File: config.mk
export PLATFORM = sky130hd
export DESIGN_NAME = sexpr_token_lexer
export DESIGN_NICKNAME = d
export VERILOG_FILES = /design/src/hdl/sxl_pkg.sv /design/src/hdl/sexpr_token_lexer.sv /design/src/hdl/sxl_step.sv /design/src/hdl/sxl_fifo.sv
export SDC_FILE = /design/constraint.sdc
export NUM_CORES = 1
export LEC_CHECK = 0
export ABC_AREA = 0
export BUFFER_PORTS_ARGS = -buffer_cell sky130_fd_sc_hd__buf_4
export CAP_MARGIN = 20
export CORE_UTILIZATION = 65
export CTS_CLUSTER_SIZE = 8
export DETAILED_ROUTE_END_ITERATION = 10
export HOLD_SLACK_MARGIN = 0.12
export MAX_ROUTING_LAYER = met4
export PLACE_DENSITY = 0.85
export SETUP_SLACK_MARGIN = 0.1
export SYNTH_ARGS = -nofsm -noshare
export SYNTH_HDL_FRONTEND = slang
export SYNTH_SLANG_ARGS = --single-unit
File: constraint.sdc
create_clock -name clk -period 6.12 [get_ports clk]
set_input_delay 0.612 -clock clk [delete_from_list [all_inputs] [get_ports clk]]
set_output_delay 0.612 -clock clk [all_outputs]
set_load 0.03 [all_outputs]
File: src/hdl/sxl_pkg.sv
`timescale 1ns / 1ps
// sxl_pkg: types, codes and character helpers for the s-expression lexer
// used by sxl_step, sxl_fifo and sexpr_token_lexer; no dependencies
package sxl_pkg;

	localparam int LEN_W            = 12;
	localparam int MAX_TOKEN_LENGTH = 4095;
	localparam int FIFO_DEPTH       = 4;
	localparam int FIFO_PTR_W       = $clog2(FIFO_DEPTH);
	localparam int FIFO_CNT_W       = $clog2(FIFO_DEPTH + 1);
	localparam logic [LEN_W-1:0] MAX_ATOM_RESET = LEN_W'(512);
	localparam logic [LEN_W-1:0] LEN_SAT        = LEN_W'(MAX_TOKEN_LENGTH);

	localparam logic [7:0] CH_NUL    = 8'h00;
	localparam logic [7:0] CH_TAB    = 8'h09;
	localparam logic [7:0] CH_LF     = 8'h0a;
	localparam logic [7:0] CH_VT     = 8'h0b;
	localparam logic [7:0] CH_FF     = 8'h0c;
	localparam logic [7:0] CH_CR     = 8'h0d;
	localparam logic [7:0] CH_SPACE  = 8'h20;
	localparam logic [7:0] CH_DQUOTE = 8'h22;
	localparam logic [7:0] CH_SQUOTE = 8'h27;
	localparam logic [7:0] CH_OPEN   = 8'h28;
	localparam logic [7:0] CH_CLOSE  = 8'h29;
	localparam logic [7:0] CH_PLUS   = 8'h2b;
	localparam logic [7:0] CH_MINUS  = 8'h2d;
	localparam logic [7:0] CH_DOT    = 8'h2e;
	localparam logic [7:0] CH_ZERO   = 8'h30;
	localparam logic [7:0] CH_NINE   = 8'h39;
	localparam logic [7:0] CH_SEMI   = 8'h3b;
	localparam logic [7:0] CH_UPPER_E = 8'h45;
	localparam logic [7:0] CH_BSLASH = 8'h5c;
	localparam logic [7:0] CH_LOWER_E = 8'h65;

	localparam logic [3:0] K_OPEN    = 4'd0;
	localparam logic [3:0] K_CLOSE   = 4'd1;
	localparam logic [3:0] K_QUOTE   = 4'd2;
	localparam logic [3:0] K_STRING  = 4'd3;
	localparam logic [3:0] K_INTEGER = 4'd4;
	localparam logic [3:0] K_REAL    = 4'd5;
	localparam logic [3:0] K_SYMBOL  = 4'd6;
	localparam logic [3:0] K_DOT     = 4'd7;
	localparam logic [3:0] K_END     = 4'd8;
	localparam logic [3:0] K_ERROR   = 4'd9;

	localparam logic [1:0] E_NONE      = 2'd0;
	localparam logic [1:0] E_UNTERM    = 2'd1;
	localparam logic [1:0] E_TOO_LONG  = 2'd2;

	typedef enum logic [4:0] {
		MODE_BETWEEN = 5'b00001,
		MODE_COMMENT = 5'b00010,
		MODE_STRING  = 5'b00100,
		MODE_ESCAPE  = 5'b01000,
		MODE_ATOM    = 5'b10000
	} mode_t;

	typedef enum logic [10:0] {
		CL_START   = 11'b00000000001,
		CL_SIGN    = 11'b00000000010,
		CL_INT     = 11'b00000000100,
		CL_DOT     = 11'b00000001000,
		CL_SIGNDOT = 11'b00000010000,
		CL_FRAC    = 11'b00000100000,
		CL_INTDOT  = 11'b00001000000,
		CL_EXPMARK = 11'b00010000000,
		CL_EXPSIGN = 11'b00100000000,
		CL_EXPDIG  = 11'b01000000000,
		CL_SYMBOL  = 11'b10000000000
	} class_t;

	typedef struct packed {
		logic [3:0]       kind;
		logic [LEN_W-1:0] length;
		logic [1:0]       err;
		logic             last;
	} token_t;

	typedef struct packed {
		logic             r0_v;
		token_t           r0;
		logic             r1_v;
		token_t           r1;
		mode_t            mode;
		class_t           cls;
		logic [LEN_W-1:0] len;
	} step_t;

	function automatic logic is_space(input logic [7:0] c);
		return c == CH_SPACE || c == CH_TAB || c == CH_LF || c == CH_CR ||
			c == CH_VT || c == CH_FF;
	endfunction

	function automatic logic is_term(input logic [7:0] c);
		return is_space(c) || c == CH_OPEN || c == CH_CLOSE || c == CH_SQUOTE ||
			c == CH_SEMI || c == CH_DQUOTE;
	endfunction

	function automatic logic is_digit(input logic [7:0] c);
		return c >= CH_ZERO && c <= CH_NINE;
	endfunction

	function automatic logic is_sign(input logic [7:0] c);
		return c == CH_PLUS || c == CH_MINUS;
	endfunction

	function automatic logic is_exp(input logic [7:0] c);
		return c == CH_LOWER_E || c == CH_UPPER_E;
	endfunction

	function automatic class_t next_class(input class_t s, input logic [7:0] c);
		class_t r;
		r = CL_SYMBOL;
		case (s)
			CL_START: begin
				if (is_sign(c)) r = CL_SIGN;
				else if (is_digit(c)) r = CL_INT;
				else if (c == CH_DOT) r = CL_DOT;
			end
			CL_SIGN: begin
				if (is_digit(c)) r = CL_INT;
				else if (c == CH_DOT) r = CL_SIGNDOT;
			end
			CL_INT: begin
				if (is_digit(c)) r = CL_INT;
				else if (c == CH_DOT) r = CL_INTDOT;
				else if (is_exp(c)) r = CL_EXPMARK;
			end
			CL_DOT, CL_SIGNDOT, CL_FRAC: begin
				if (is_digit(c)) r = CL_FRAC;
				else if (is_exp(c)) r = CL_EXPMARK;
			end
			CL_INTDOT: begin
				if (is_digit(c)) r = CL_INTDOT;
				else if (is_exp(c)) r = CL_EXPMARK;
			end
			CL_EXPMARK: begin
				if (is_sign(c)) r = CL_EXPSIGN;
				else if (is_digit(c)) r = CL_EXPDIG;
			end
			CL_EXPSIGN, CL_EXPDIG: begin
				if (is_digit(c)) r = CL_EXPDIG;
			end
			default: r = CL_SYMBOL;
		endcase
		return r;
	endfunction

endpackage

File: src/hdl/sexpr_token_lexer.sv
`timescale 1ns / 1ps
// sexpr_token_lexer: top level of the streaming s-expression lexer
// depends on sxl_pkg, sxl_step, sxl_fifo

// Takes one source byte per cycle while the queue has room and returns open,
// close, quote, string, integer, real, symbol, dot, end and error tokens. A
// byte is registered on request, stepped through the lexer state once no more
// than two tokens wait in the four-entry queue, and its tokens (none, one or
// two) go into that queue, which drives the output; the first token is shown
// once its byte has passed the input register and the queue. Input throughput
// is one byte per cycle, set by the state update, under that bound; output
// drains one token per cycle while out_ready is high. The atom length limit
// must be written by the user through the cfg port while idle (not enforced).
module sexpr_token_lexer (
	input  logic                          clk,
	input  logic                          arst_n,
	input  logic                          in_valid,
	output logic                          in_ready,
	input  logic [7:0]                    source_byte,
	output logic                          out_valid,
	input  logic                          out_ready,
	output logic [3:0]                    token_kind,
	output logic [sxl_pkg::LEN_W-1:0]     token_length,
	output logic [1:0]                    fault_code,
	output logic                          last_of_run,
	input  logic                          cfg_valid,
	output logic                          cfg_ready,
	input  logic [sxl_pkg::LEN_W-1:0]     cfg_data
);
	import sxl_pkg::*;

	logic [7:0]            byte_s1;
	logic                  valid_s1;
	mode_t                 mode_q;
	class_t                cls_q;
	logic [LEN_W-1:0]      len_q;
	logic [LEN_W-1:0]      max_len_q;
	step_t                 step;
	logic                  advance;
	logic                  pop;
	token_t                head;
	logic [FIFO_CNT_W-1:0] count;

	sxl_step u_step (
		.mode    (mode_q),
		.cls     (cls_q),
		.len     (len_q),
		.c       (byte_s1),
		.max_len (max_len_q),
		.res     (step)
	);

	sxl_fifo u_fifo (
		.clk    (clk),
		.arst_n (arst_n),
		.push0  (advance && step.r0_v),
		.data0  (step.r0),
		.push1  (advance && step.r1_v),
		.data1  (step.r1),
		.pop    (pop),
		.head   (head),
		.count  (count)
	);

	assign advance      = valid_s1 && count <= FIFO_CNT_W'(FIFO_DEPTH - 2);
	assign in_ready     = !valid_s1 || advance;
	assign cfg_ready    = 1'b1;
	assign out_valid    = count != '0;
	assign pop          = out_valid && out_ready;
	assign token_kind   = head.kind;
	assign token_length = head.length;
	assign fault_code   = head.err;
	assign last_of_run  = head.last;

	always_ff @(posedge clk) begin
		if (in_valid && in_ready) byte_s1 <= source_byte;
	end

	always_ff @(posedge clk or negedge arst_n) begin
		if (!arst_n) begin
			valid_s1  <= 1'b0;
			mode_q    <= MODE_BETWEEN;
			cls_q     <= CL_START;
			len_q     <= '0;
			max_len_q <= MAX_ATOM_RESET;
		end else begin
			if (in_ready) valid_s1 <= in_valid;
			if (advance) begin
				mode_q <= step.mode;
				cls_q  <= step.cls;
				len_q  <= step.len;
			end
			if (cfg_valid && cfg_ready) max_len_q <= cfg_data;
		end
	end

	a_fifo_bound: assert property (@(posedge clk) disable iff (!arst_n)
		count <= FIFO_CNT_W'(FIFO_DEPTH))
		else $error("token queue overflow");

	a_end_resets: assert property (@(posedge clk) disable iff (!arst_n)
		advance && step.r0_v && step.r0.kind == K_END |=> mode_q == MODE_BETWEEN)
		else $error("end token left lexer mid-token");

	a_error_code: assert property (@(posedge clk) disable iff (!arst_n)
		out_valid |-> ((token_kind == K_ERROR) == (fault_code != E_NONE)))
		else $error("error code does not match token kind");

	a_single_last: assert property (@(posedge clk) disable iff (!arst_n)
		advance && step.r1_v |-> !step.r0.last && step.r1.last)
		else $error("last flag misplaced on two-token byte");

endmodule

File: src/hdl/sxl_step.sv
`timescale 1ns / 1ps
// sxl_step: next-state and token logic for one source byte
// depends on sxl_pkg
module sxl_step (
	input  sxl_pkg::mode_t              mode,
	input  sxl_pkg::class_t             cls,
	input  logic [sxl_pkg::LEN_W-1:0]   len,
	input  logic [7:0]                  c,
	input  logic [sxl_pkg::LEN_W-1:0]   max_len,
	output sxl_pkg::step_t              res
);
	import sxl_pkg::*;

	logic             pre_v;
	token_t           pre;
	logic             bt_v;
	token_t           bt;
	mode_t            bt_mode;
	class_t           bt_cls;
	logic [LEN_W-1:0] bt_len;
	logic [LEN_W-1:0] len_inc;
	token_t           atom;

	always_comb begin
		len_inc = (len < LEN_SAT) ? len + LEN_W'(1) : len;

		// handling of a byte between tokens
		bt_v    = 1'b0;
		bt      = '{kind: K_END, length: '0, err: E_NONE, last: 1'b0};
		bt_mode = MODE_BETWEEN;
		bt_cls  = CL_START;
		bt_len  = '0;
		if (c == CH_NUL) begin
			bt_v = 1'b1;
		end else if (is_space(c)) begin
			bt_v = 1'b0;
		end else if (c == CH_SEMI) begin
			bt_mode = MODE_COMMENT;
		end else if (c == CH_OPEN) begin
			bt_v = 1'b1;
			bt.kind = K_OPEN;
		end else if (c == CH_CLOSE) begin
			bt_v = 1'b1;
			bt.kind = K_CLOSE;
		end else if (c == CH_SQUOTE) begin
			bt_v = 1'b1;
			bt.kind = K_QUOTE;
		end else if (c == CH_DQUOTE) begin
			bt_mode = MODE_STRING;
		end else begin
			bt_mode = MODE_ATOM;
			bt_len  = LEN_W'(1);
			bt_cls  = next_class(CL_START, c);
		end

		// token for the atom that ends here
		atom = '{kind: K_SYMBOL, length: len, err: E_NONE, last: 1'b0};
		if (len >= max_len) begin
			atom.kind = K_ERROR;
			atom.err  = E_TOO_LONG;
		end else if (cls == CL_INT) begin
			atom.kind = K_INTEGER;
		end else if (cls == CL_FRAC || cls == CL_INTDOT || cls == CL_EXPDIG) begin
			atom.kind = K_REAL;
		end else if (cls == CL_DOT) begin
			atom.kind = K_DOT;
		end

		pre_v    = 1'b0;
		pre      = '{kind: K_ERROR, length: len, err: E_UNTERM, last: 1'b0};
		res      = '0;
		res.mode = mode;
		res.cls  = cls;
		res.len  = len;

		case (mode)
			MODE_COMMENT: begin
				if (c == CH_NUL) begin
					res.mode = bt_mode;
					res.r0_v = bt_v;
					res.r0   = bt;
				end else if (c == CH_LF) begin
					res.mode = MODE_BETWEEN;
				end
			end
			MODE_STRING, MODE_ESCAPE: begin
				if (c == CH_NUL) begin
					pre_v    = 1'b1;
					res.mode = bt_mode;
					res.len  = bt_len;
					res.cls  = bt_cls;
				end else if (mode == MODE_STRING && c == CH_DQUOTE) begin
					pre_v    = 1'b1;
					pre.kind = K_STRING;
					pre.err  = E_NONE;
					res.mode = MODE_BETWEEN;
					res.len  = '0;
				end else begin
					res.len  = len_inc;
					res.mode = (mode == MODE_STRING && c == CH_BSLASH) ?
						MODE_ESCAPE : MODE_STRING;
				end
				res.r0_v = pre_v;
				res.r0   = pre;
				res.r1_v = pre_v && c == CH_NUL;
				res.r1   = bt;
			end
			MODE_ATOM: begin
				if (c == CH_NUL || is_term(c)) begin
					res.r0_v = 1'b1;
					res.r0   = atom;
					res.r1_v = bt_v;
					res.r1   = bt;
					res.mode = bt_mode;
					res.cls  = bt_cls;
					res.len  = bt_len;
				end else begin
					res.len = len_inc;
					res.cls = next_class(cls, c);
				end
			end
			default: begin
				res.r0_v = bt_v;
				res.r0   = bt;
				res.mode = bt_mode;
				res.cls  = bt_cls;
				res.len  = bt_len;
			end
		endcase

		if (res.r1_v) res.r1.last = 1'b1;
		else res.r0.last = 1'b1;
	end

endmodule

File: src/hdl/sxl_fifo.sv
`timescale 1ns / 1ps
// sxl_fifo: small token queue, up to two writes and one read per cycle
// depends on sxl_pkg
module sxl_fifo (
	input  logic                              clk,
	input  logic                              arst_n,
	input  logic                              push0,
	input  sxl_pkg::token_t                   data0,
	input  logic                              push1,
	input  sxl_pkg::token_t                   data1,
	input  logic                              pop,
	output sxl_pkg::token_t                   head,
	output logic [sxl_pkg::FIFO_CNT_W-1:0]    count
);
	import sxl_pkg::*;

	token_t                mem_q [FIFO_DEPTH];
	logic [FIFO_PTR_W-1:0] wr_q;
	logic [FIFO_PTR_W-1:0] rd_q;
	logic [FIFO_CNT_W-1:0] cnt_q;
	logic [FIFO_PTR_W-1:0] wr_nx;
	logic [FIFO_CNT_W-1:0] n_push;

	function automatic logic [FIFO_PTR_W-1:0] inc(input logic [FIFO_PTR_W-1:0] p);
		return (p == FIFO_PTR_W'(FIFO_DEPTH - 1)) ? '0 : p + FIFO_PTR_W'(1);
	endfunction

	assign wr_nx  = inc(wr_q);
	assign n_push = FIFO_CNT_W'(push0) + FIFO_CNT_W'(push1);
	assign head   = mem_q[rd_q];
	assign count  = cnt_q;

	always_ff @(posedge clk) begin
		if (push0) mem_q[wr_q] <= data0;
		if (push1) mem_q[wr_nx] <= data1;
	end

	always_ff @(posedge clk or negedge arst_n) begin
		if (!arst_n) begin
			wr_q  <= '0;
			rd_q  <= '0;
			cnt_q <= '0;
		end else begin
			if (push0 && push1) wr_q <= inc(wr_nx);
			else if (push0) wr_q <= wr_nx;
			if (pop) rd_q <= inc(rd_q);
			cnt_q <= cnt_q + n_push - FIFO_CNT_W'(pop);
		end
	end

endmodule

# Word-level counts from Yosys, hierarchy flattened

Memories as Yosys holds them, arrays and structs flattened.
Cells that the tools add are included.
Widths: inputs -> output; s select.

Register bits after elaboration: 56
RAM bits: 76
Input bits: 25
Output and inout bits: 22
Memories: 1

Add/subtract/negate cells: 7
$lt $le $gt $ge: 5
Equal/unequal tests: 37
Mux-type cells: 85
Bitwise logic cells: 1
Reductions and logical operators: 36

Memory list:

| name         | words | width | read ports | clocked after memory_dff | wr ports | RTL line       | RTL |
|---|---|---|---|---|---|---|---|
| u_fifo.mem_q | 4     | 19    | 1          | 0                        | 2        | sxl_fifo.sv:17 | `token_t mem_q [FIFO_DEPTH];` |

Operators with widths:

| kind                  | number |
|---|---|
| $mux 11               | 20 |
| $mux 12               | 9 |
| $pmux 11 s7           | 1 |
| $eq 8x6->1 const B    | 9 |
| $pmux 23 s3           | 1 |
| $pmux 20 s3           | 1 |
| $mux 5                | 11 |
| $mux 4                | 12 |
| $mux 45               | 1 |
| $eq 8x4->1 const B    | 5 |
| $pmux 20 s2           | 1 |
| $eq 8x7->1 const B    | 3 |
| $mux 23               | 1 |
| $mux 20               | 1 |
| $mux 1                | 18 |
| $logic_or 1x1->1      | 16 |
| $pmux 5 s3            | 1 |
| $mux 2                | 7 |
| $add 12x1->12 const B | 1 |
| $ge 12x12->1          | 1 |
| $lt 12x12->1 const B  | 1 |
| $eq 11x1->1 const B   | 1 |
| $eq 11x10->1 const B  | 1 |
| $eq 11x2->1 const B   | 1 |
| other kinds (31)      | 47 |

# Longest topological paths before layout

Gate-level depths: netlist of the first run.

Word-level depth: 18
Mapped depth: 15
Mapped depth without buffers: 12

# Modules after synthesis

A second synthesis of the first run with hierarchy kept.

Cells, all modules: 667
Area total of the unflattened synthesis: 8,226.6 sq um

Modules (own cells, without submodules):

| module            | times used | cells each | area an instance (sq um) |
|---|---|---|---|
| sxl_fifo          | 1          | 229        | 4,096.4 |
| sxl_step          | 1          | 331        | 2,174.6 |
| sexpr_token_lexer | 1          | 107        | 1,955.6 |

# Worst setup path after synthesis of the first run

OpenSTA, ideal clock, no wires.

Kind: reg-to-reg
Start point: reg byte_s1[0]
End point: reg u_fifo.cnt_q[2] (netlist: u_fifo.count[2])
Arrival time: 3,408 ps
Required time: 5,997 ps
Slack: 2,590 ps
Stages on the path, launching flop included: 15
Buffers on the path: 3
Cell sequence: edfxtp_1 -> buf_6 -> or4_1 -> a31o_2 -> a21o_1 -> buf_6 -> buf_1 -> a211o_1 -> inv_1 -> ha_1 -> inv_1 -> ha_1 -> fa_1 -> xor2_1 -> xnor2_1

Longest elaborated chain between the ends: 18
Elaborated cells between the ends (all ways): 43

RTL lines:

| what                                              | RTL line                                         | RTL |
|---|---|---|
| from (decl)                                       | sexpr_token_lexer.sv:32                          | `logic [7:0] byte_s1;` |
| from (signal assigned)                            | sexpr_token_lexer.sv:76                          | `if (in_valid && in_ready) byte_s1 <= source_byte;` |
| $eq 8x6->1 / $eq 8x4->1 (equally long branches)   | sxl_pkg.sv:90                                    | `return c == CH_SPACE \|\| c == CH_TAB \|\| c == CH_LF \|\| c == CH_CR \|\|` |
| $logic_or 1x1->1 (4 in series)                    | sxl_pkg.sv:90                                    |  |
| $logic_or 1x1->1                                  | sxl_pkg.sv:91                                    | `c == CH_VT \|\| c == CH_FF;` |
| $logic_or 1x1->1 (4 in series)                    | sxl_pkg.sv:95                                    | `return is_space(c) \|\| c == CH_OPEN \|\| c == CH_CLOSE \|\| c == CH_SQUOTE \|\|` |
| $logic_or 1x1->1                                  | sxl_pkg.sv:96                                    | `c == CH_SEMI \|\| c == CH_DQUOTE;` |
| $logic_or 1x1->1                                  | sxl_step.sv:109                                  | `if (c == CH_NUL \|\| is_term(c)) begin` |
| $mux 45                                           | sxl_step.sv:109                                  |  |
| $pmux 20 s3 / $pmux 20 s2 (equally long branches) | sxl_step.sv:76                                   | `case (mode)` |
| $logic_and 1x1->1 (on tied branches)              | sexpr_token_lexer.sv:56, sexpr_token_lexer.sv:58 |  |
| $add 1x1->2 (*)                                   | sxl_fifo.sv:29                                   | `assign n_push = FIFO_CNT_W'(push0) + FIFO_CNT_W'(push1);` |
| $add 3x3->3 (*)                                   | sxl_fifo.sv:47                                   | `cnt_q <= cnt_q + n_push - FIFO_CNT_W'(pop);` |
| $sub 3x1->3 (*)                                   | sxl_fifo.sv:47                                   |  |
| to (signal assigned)                              | sxl_fifo.sv:47                                   |  |
| to (decl)                                         | sxl_fifo.sv:20                                   | `logic [FIFO_CNT_W-1:0] cnt_q;` |

Every way passes the cells marked *; elsewhere a longest branch is shown, timed or not. The select of a mux whose other input is x is not followed.
A chain may end at the register's enable or synchronous reset.

# Worst setup path after layout of the first run

Start point: reg byte_s1[3]
End point: reg u_fifo.cnt_q[2] (netlist: u_fifo.count[2])

Same word-level chain as after synthesis.

==> metrics.yaml, run 1 <==
status:
  status: "complete, no violations"
placed_design:
  placed_cells: 906
  hpwl_mm: 12.0
  gp_congestion: 0.924
  port_buffers: 45
min_path:
  hp-class: "in -> async"
detailed_routing:
  first_iter_violations: 434
  drtPass1Iterations: 6
  vias_per_cell: 6.32
  post-route-drc-count: 0
  wl_mm: 17.5
  via_count: 5929
  routedWlPerCell_um: 18.6
  ant_nets: 0
global_route:
  grt_max_degree: 49
  grtUsageTotal_pct: 32.3
  antenna_found_initial: 0
  grt_pass1_wl_mm: 28.0
  gr-total-overflow: 0
  grt_pass1_vias: 5856
power:
  powerDensity_nw_per_um2: 367
  ir_worst_vdd_mv: 0.368
  leakage_nw: 3.28
die:
  die_area_um2: 11800
  initial_utilization_pct: 67.3
  fp.dieW_um: 109
  floorplan.rows: 38
  chipHeight_um: 109
  io_pins: 47
  coreArea_um2: 11000
cts:
  cts_buffers: 17
  cts.clk_slew.worst_paths_ns: 0.06
  cts_setup_buffers: 0
  cts_tree: "built"
  clk_path_buf_depth: 2
  root_buffer: "clkbuf_16"
  cts_sinks: 132
  htreeDepth: 4
  post_cts_resized: 0
  hold_buffers: 0
  worstSkewPairLatency_ns: 0.43
setup_path:
  r2r_start: "byte_s1[3]"
  startpoint_type: "flop"
  critical-path-top-delay-family: "compound AO/OA/AOI/OAI gates"
  crit_arrival_ns: 4.28
  cp-end-kind: "flop"
  crit_chain: "nor2b_1, or4_1, a31o_2, a21o_1, a211o_1, inv_1, ha_1, inv_1, ha_1, fa_1, xor2_1, xnor2_1"
  worst_path_largest_cell_delay_ns: 0.57
  critical_path_class: "reg -> reg"
  worstReg2RegEnd: "u_fifo.count[2]"
  crit_buf_inv: 2
  crit_slowest_cell: "edfxtp_1"
  ff2ff_path_depth: 12
  r2r_slack_ns: 2.15
  cp.required_ns: 6.43
  crit_path_max_fanout: 26
synthesis:
  synth_common_cells: "nor2_1 (76), nand2_1 (68), dfxtp_1 (60), mux2i_1 (60), o21ai_0 (54)"
  netlist_instances: 759
  synth_area_leaders: "dfxtp_1 (16%), dfrtp_1 (15%), edfxtp_1 (9.7%)"
  syn_area_per_cell_um2: 9.74
  ys_seq_elements: 132
  synth_top_area_share_pct: 16.2
  synthDistinctLibCells: 70
  synth_edf_count: 24
  synth_top_area_cell: "dfxtp_1"
  yosysMostFrequentCell: "nor2_1"
  synthArstFlopShare_pct: 36.4
  ys.flop_type: "dfxtp_1"
  ys.warnings.count: 0
  synth_fp_nets: 809
  ys_seq_area_share_pct: 42.3
  synthesis.area_um2: 7390
timing:
  post-route-period-util_pct: 64.9
  fmaxAchievable_ghz: 0.252
  rsz0062_at_grt: "false"
  setup_viol: 0
  hold_viol_final: 0
  finalClockSkew_ns: 0.00635
  tns_ns: 0
  tightest_slew_ns: 1.12
  slew_violations: 0
  worst_slew_margin_rel_pct: 25.4
  post-route-min-period_ns: 3.97
finish:
  fin_cells: 938
  multi_input_area_um2: 3940
  fillers: 763
  areaGrowthSynthToFinish_pct: 11.9
  nets: 835
  regArea_um2: 3130
  drive_gt1_share_pct: 17.0
  antenna_cells: 0
run:
  maxCapViolCount: 0
-- power by group --
part	switching, mW	total (mW)	internal (mW)
Sequential	0.119	1.10	0.985
Clock	0.389	0.958	0.569
Combinational	0.618	0.970	0.352
-- placed cells by master (no fill, tap or decap), types with 4 or more instances in the layout --
cell type and n:
a211oi_1 6, a21boi_0 12, a21oi_1 44, a31oi_1 5, and2_1 5, and3_1 9, buf_4 49, clkbuf_1 4
clkbuf_16 19, dfrtp_1 45, dfxtp_1 60, edfxtp_1 24, ha_1 24, inv_1 29, mux2_2 5, mux2i_1 60
mux4_2 19, nand2_1 68, nand2b_1 7, nand3_1 21, nand3b_1 4, nand4_1 8, nor2_1 76, nor2_2 19
nor2b_1 6, nor3_1 13, nor3b_1 6, nor4_1 6, o21ai_0 54, o22ai_1 4, o31ai_1 5, or3_1 5
xnor2_1 4, xor2_1 6
-- per-layer routing --
metal / track usage, % / vias up / part of all wire, %
met3: 6.16 / 33 / 5.9
met2: 54.4 / 213 / 50
met1: 37.8 / 2883 / 42
li1: - / 2800 / -
met4: 13.5 / 0 / 2.0
met5: - / - / 0
-- metrics by stage --
step / setup slack [ns] / hold slack, ns / power (mW) / utilization [%] / area [um^2]
floorplan: 2.59 / 0.316 / 1.84 / - / 7390
global placement: 2.27 / 0.466 / 2.04 / 70.2 / 7710
detailed placement: 2.16 / 0.479 / 2.07 / 70.2 / 7710
CTS: 2.15 / 0.232 / 3.02 / 75.3 / 8270
global route: 1.88 / 0.255 / 3.19 / 75.3 / 8270
finish: 2.15 / 0.195 / 3.03 / 75.3 / 8270
-- kinds of logic (layout without fill, tap and decap cells) --
kind of cell	after synthesis	count (layout)	share of synthesized area (%)
flops	132	132	42.3
mux	84	84	14.7
buf+inv	71	110	4.47
compound gates	163	163	14.5
other cells	1	1	0.0507
xor+xnor	10	10	1.18
simple gates	273	273	18.5
fa+ha+maj	25	25	4.33
-- worst register-to-register path: stages, from the launching register on --
cell      delay, ns
edfxtp_1       0.57
nor2b_1        0.23
or4_1          0.40
a31o_2         0.27
a21o_1         0.53
a211o_1        0.47
inv_1          0.08
ha_1           0.21
inv_1          0.08
ha_1           0.30
fa_1           0.44
xor2_1         0.16
xnor2_1        0.12
-- state kept, by name (all words and copies together) (netlist names) --
signal and flops:
u_fifo.mem_q 76, len_q 12, max_len_q 12, cls_q 11
byte_s1 8, mode_q 5, u_fifo.count 3, u_fifo.rd_q 2
u_fifo.wr_q 2, valid_s1 1
-- how the worst max path moves through the flow --
stage,from,end,cells after the start
2_1_floorplan,byte_s1[0],u_fifo.count[2],14
3_3_place_gp,byte_s1[3],u_fifo.count[2],12
3_5_place_dp,byte_s1[3],u_fifo.count[2],12
4_1_cts,byte_s1[3],u_fifo.count[2],12
5_1_grt,byte_s1[3],u_fifo.count[2],12
6_report,byte_s1[3],u_fifo.count[2],12
-- layout make-up --
cell class	instances	area share, %
clock buffers	23	5.93
clock inverters	9	0.802
flip-flops and latches	132	37.8
multi-input cells	556	47.6
repair buffers	49	4.45
inverters	29	1.32
well taps	140	2.12
Note: power is estimated with default switching activity, not from simulation.
==> run 2, diff against run 1 <==
- CORE_UTILIZATION: 65 -> 55
- PLACE_DENSITY: 0.85 -> 0.76
- clock period: 6.12 -> 3.3 ns (I/O delays scaled with it)
==> run 2 against run 1 <==
Setup slack worse by 2.0 ns. Register-to-register slack worse by 2.0 ns. Sequential cell count unchanged. Critical endpoint unchanged. Largest cell class unchanged. Largest power group is now combinational cells. Highest routed layer unchanged.
==> metrics.yaml, run 2 (same netlist as run 1, synthesis figures left out) <==
detailed_routing:
  drtPass1Iterations: 7  # was 6
  post-route-drc-count: 0  # unchanged
  wl_mm: 18.3  # was 17.5 mm
  via_count: 6298  # was 5929
  first_iter_violations: 675  # was 434
  vias_per_cell: 6.14  # was 6.32
  ant_nets: 0  # unchanged
  routedWlPerCell_um: 17.8  # was 18.6 um
setup_path:
  critical_path_class: "reg -> reg"  # unchanged
  startpoint_type: "flop"  # unchanged
  cp-end-kind: "flop"  # unchanged
  worst_path_largest_cell_delay_ns: 0.49  # was 0.57 ns
  crit_arrival_ns: 3.50  # was 4.28 ns
  r2r_slack_ns: 0.10  # was 2.15 ns
  crit_path_max_fanout: 5  # was 26
  crit_slowest_cell: "edfxtp_1"  # unchanged
  crit_chain: "buf_6, nor2_2, nand3_1, a211oi_1, buf_4, nor2_4, a211o_1, inv_2, ha_4, inv_2, ha_4, fa_2, xor2_1, xnor2_1"  # was nor2b_1, or4_1, a31o_2, a21o_1, a211o_1, inv_1, ha_1, inv_1, ha_1, fa_1, xor2_1, xnor2_1
  cp.required_ns: 3.61  # was 6.43 ns
timing:
  post-route-period-util_pct: 96.9  # was 64.9%
  hold_viol_final: 0  # unchanged
  tightest_slew_ns: 0.786  # was 1.12 ns
  finalClockSkew_ns: 0.00601  # was 0.00635 ns
  worst_slew_margin_rel_pct: 47.6  # was 25.4%
  fmaxAchievable_ghz: 0.313  # was 0.252 GHz
  slew_violations: 0  # unchanged
  setup_viol: 0  # unchanged
  post-route-min-period_ns: 3.20  # was 3.97 ns
  holdWs_ns: 0.127  # was 0.195 ns
power:
  powerDensity_nw_per_um2: 680  # was 367 nW/um^2
  leakage_nw: 3.58  # was 3.28 nW
  total_power_mw: 6.04  # was 3.03 mW
  ir_worst_vdd_mv: 0.555  # was 0.368 mV
placed_design:
  hpwl_mm: 12.2  # was 12.0 mm
  placed_cells: 968  # was 906
  placed_cell_area_um2: 8010  # was 7710 um^2
  port_buffers: 45  # unchanged
  gp_congestion: 1.01  # was 0.924
finish:
  antenna_cells: 0  # unchanged
  final_cell_mix: "buf_4 (86), nor2_1 (75), nand2_1 (68)"  # was nor2_1 (76), nand2_1 (68), mux2i_1 (60), dfxtp_1 (60), o21ai_0 (54)
  layout_commonest_cell: "buf_4"  # was nor2_1
  design_area_um2: 8880  # was 8270 um^2
  fin_cells: 1026  # was 938
  multi_input_area_um2: 3990  # was 3940 um^2
  largest_reg_flops: 76  # unchanged
  fillers: 906  # was 763
  nets: 891  # was 835
  areaGrowthSynthToFinish_pct: 20.2  # was 11.9%
  reg.largest.list: "u_fifo.mem_q: 76 flops, len_q: 12 flops, max_len_q: 12 flops"  # unchanged
  drive_gt1_share_pct: 22.1  # was 17.0%
  regArea_um2: 3130  # unchanged
  largest_register: "u_fifo.mem_q"  # unchanged
  finish.utilization_pct: 69.0  # was 75.3%
cts:
  clk_path_buf_depth: 2  # unchanged
  htreeDepth: 4  # unchanged
  cts_sinks: 132  # unchanged
  cts_tree: "built"  # unchanged
  root_buffer: "clkbuf_16"  # unchanged
  cts.clk_slew.worst_paths_ns: 0.06  # about the same
  worstSkewPairLatency_ns: 0.42  # was 0.43 ns
  cts_buffers: 17  # unchanged
global_route:
  grt_pass1_wl_mm: 29.7  # was 28.0 mm
  grtUsageTotal_pct: 27.5  # was 32.3%
  grt_pass1_vias: 6039  # was 5856
  antenna_found_initial: 0  # unchanged
  grt_max_degree: 49  # unchanged
  gr-total-overflow: 0  # unchanged
die:
  initial_utilization_pct: 57.4  # was 67.3%
  coreArea_um2: 12900  # was 11000 um^2
  fp.dieW_um: 118  # was 109 um
  chipHeight_um: 118  # was 109 um
  floorplan.rows: 41  # was 38
  io_pins: 47  # unchanged
  die_area_um2: 13900  # was 11800 um^2
min_path:
  hp-class: "in -> reg"  # was in -> async
run:
  maxCapViolCount: 0  # unchanged
status:
  status: "complete, no violations"  # unchanged
-- run 2: layout make-up --
type	instances	share of cell area, %
clock buffers	19	5.35
clock inverters	13	1.46
inverters	29	1.23
multi-input cells	556	44.9
flip-flops and latches	132	35.2
well taps	172	2.42
repair buffers	105	9.48
-- run 2: final timing paths --
check,from,to,cells after the start
setup reg to reg,byte_s1[1],u_fifo.count[2],14
hold reg to reg,u_fifo.mem_q[3][1],u_fifo.mem_q[3][1],2
max in group asynchronous,arst_n,u_fifo.count[2],2
min in group asynchronous,arst_n,len_q[5],2
setup / recovery,byte_s1[1],u_fifo.count[2],14
hold / removal,cfg_data[2],max_len_q[2],3
-- run 2: critical path, delay by kind of cell (launching register included) --
kind | cells | cell delay, ns
buffers and inverters | 4 | 0.49
AO/OA/AOI/OAI | 2 | 0.70
XOR/XNOR | 2 | 0.27
flip-flops | 1 | 0.49
adder cells (fa/ha/maj) | 3 | 0.68
AND/OR/NAND/NOR | 3 | 0.46
-- run 2: repair_timing --
item,CTS,global route
hold buffers,16,0
gates resized for setup,0,8
hold endpoints to repair,60,0
setup buffers,0,10
setup endpoints to repair,0,3
-- run 2: per-layer routing --
metal,vias to the layer above,wire length (um),track usage [%]
li1,2925,-,-
met1,2996,7540,33.9
met2,319,8970,45.0
met3,58,1360,5.09
met4,0,425,10.0
met5,-,0,-
-- run 2: power by group --
part | switching (mW) | total, mW | leakage (nW) | internal, mW
Sequential | 0.216 | 2.04 | 1.32 | 1.83
Clock | 0.777 | 1.93 | 0.304 | 1.15
Combinational | 1.23 | 2.07 | 1.96 | 0.848
-- run 2: through the flow --
step           worst slack [ns]  TNS (ns)
6_report                  0.103         0
5_1_grt                 -0.0765   -0.0765
4_1_cts                   0.112         0
3_5_place_dp              0.127         0
3_3_place_gp              0.223         0
2_1_floorplan           -0.0112   -0.0112
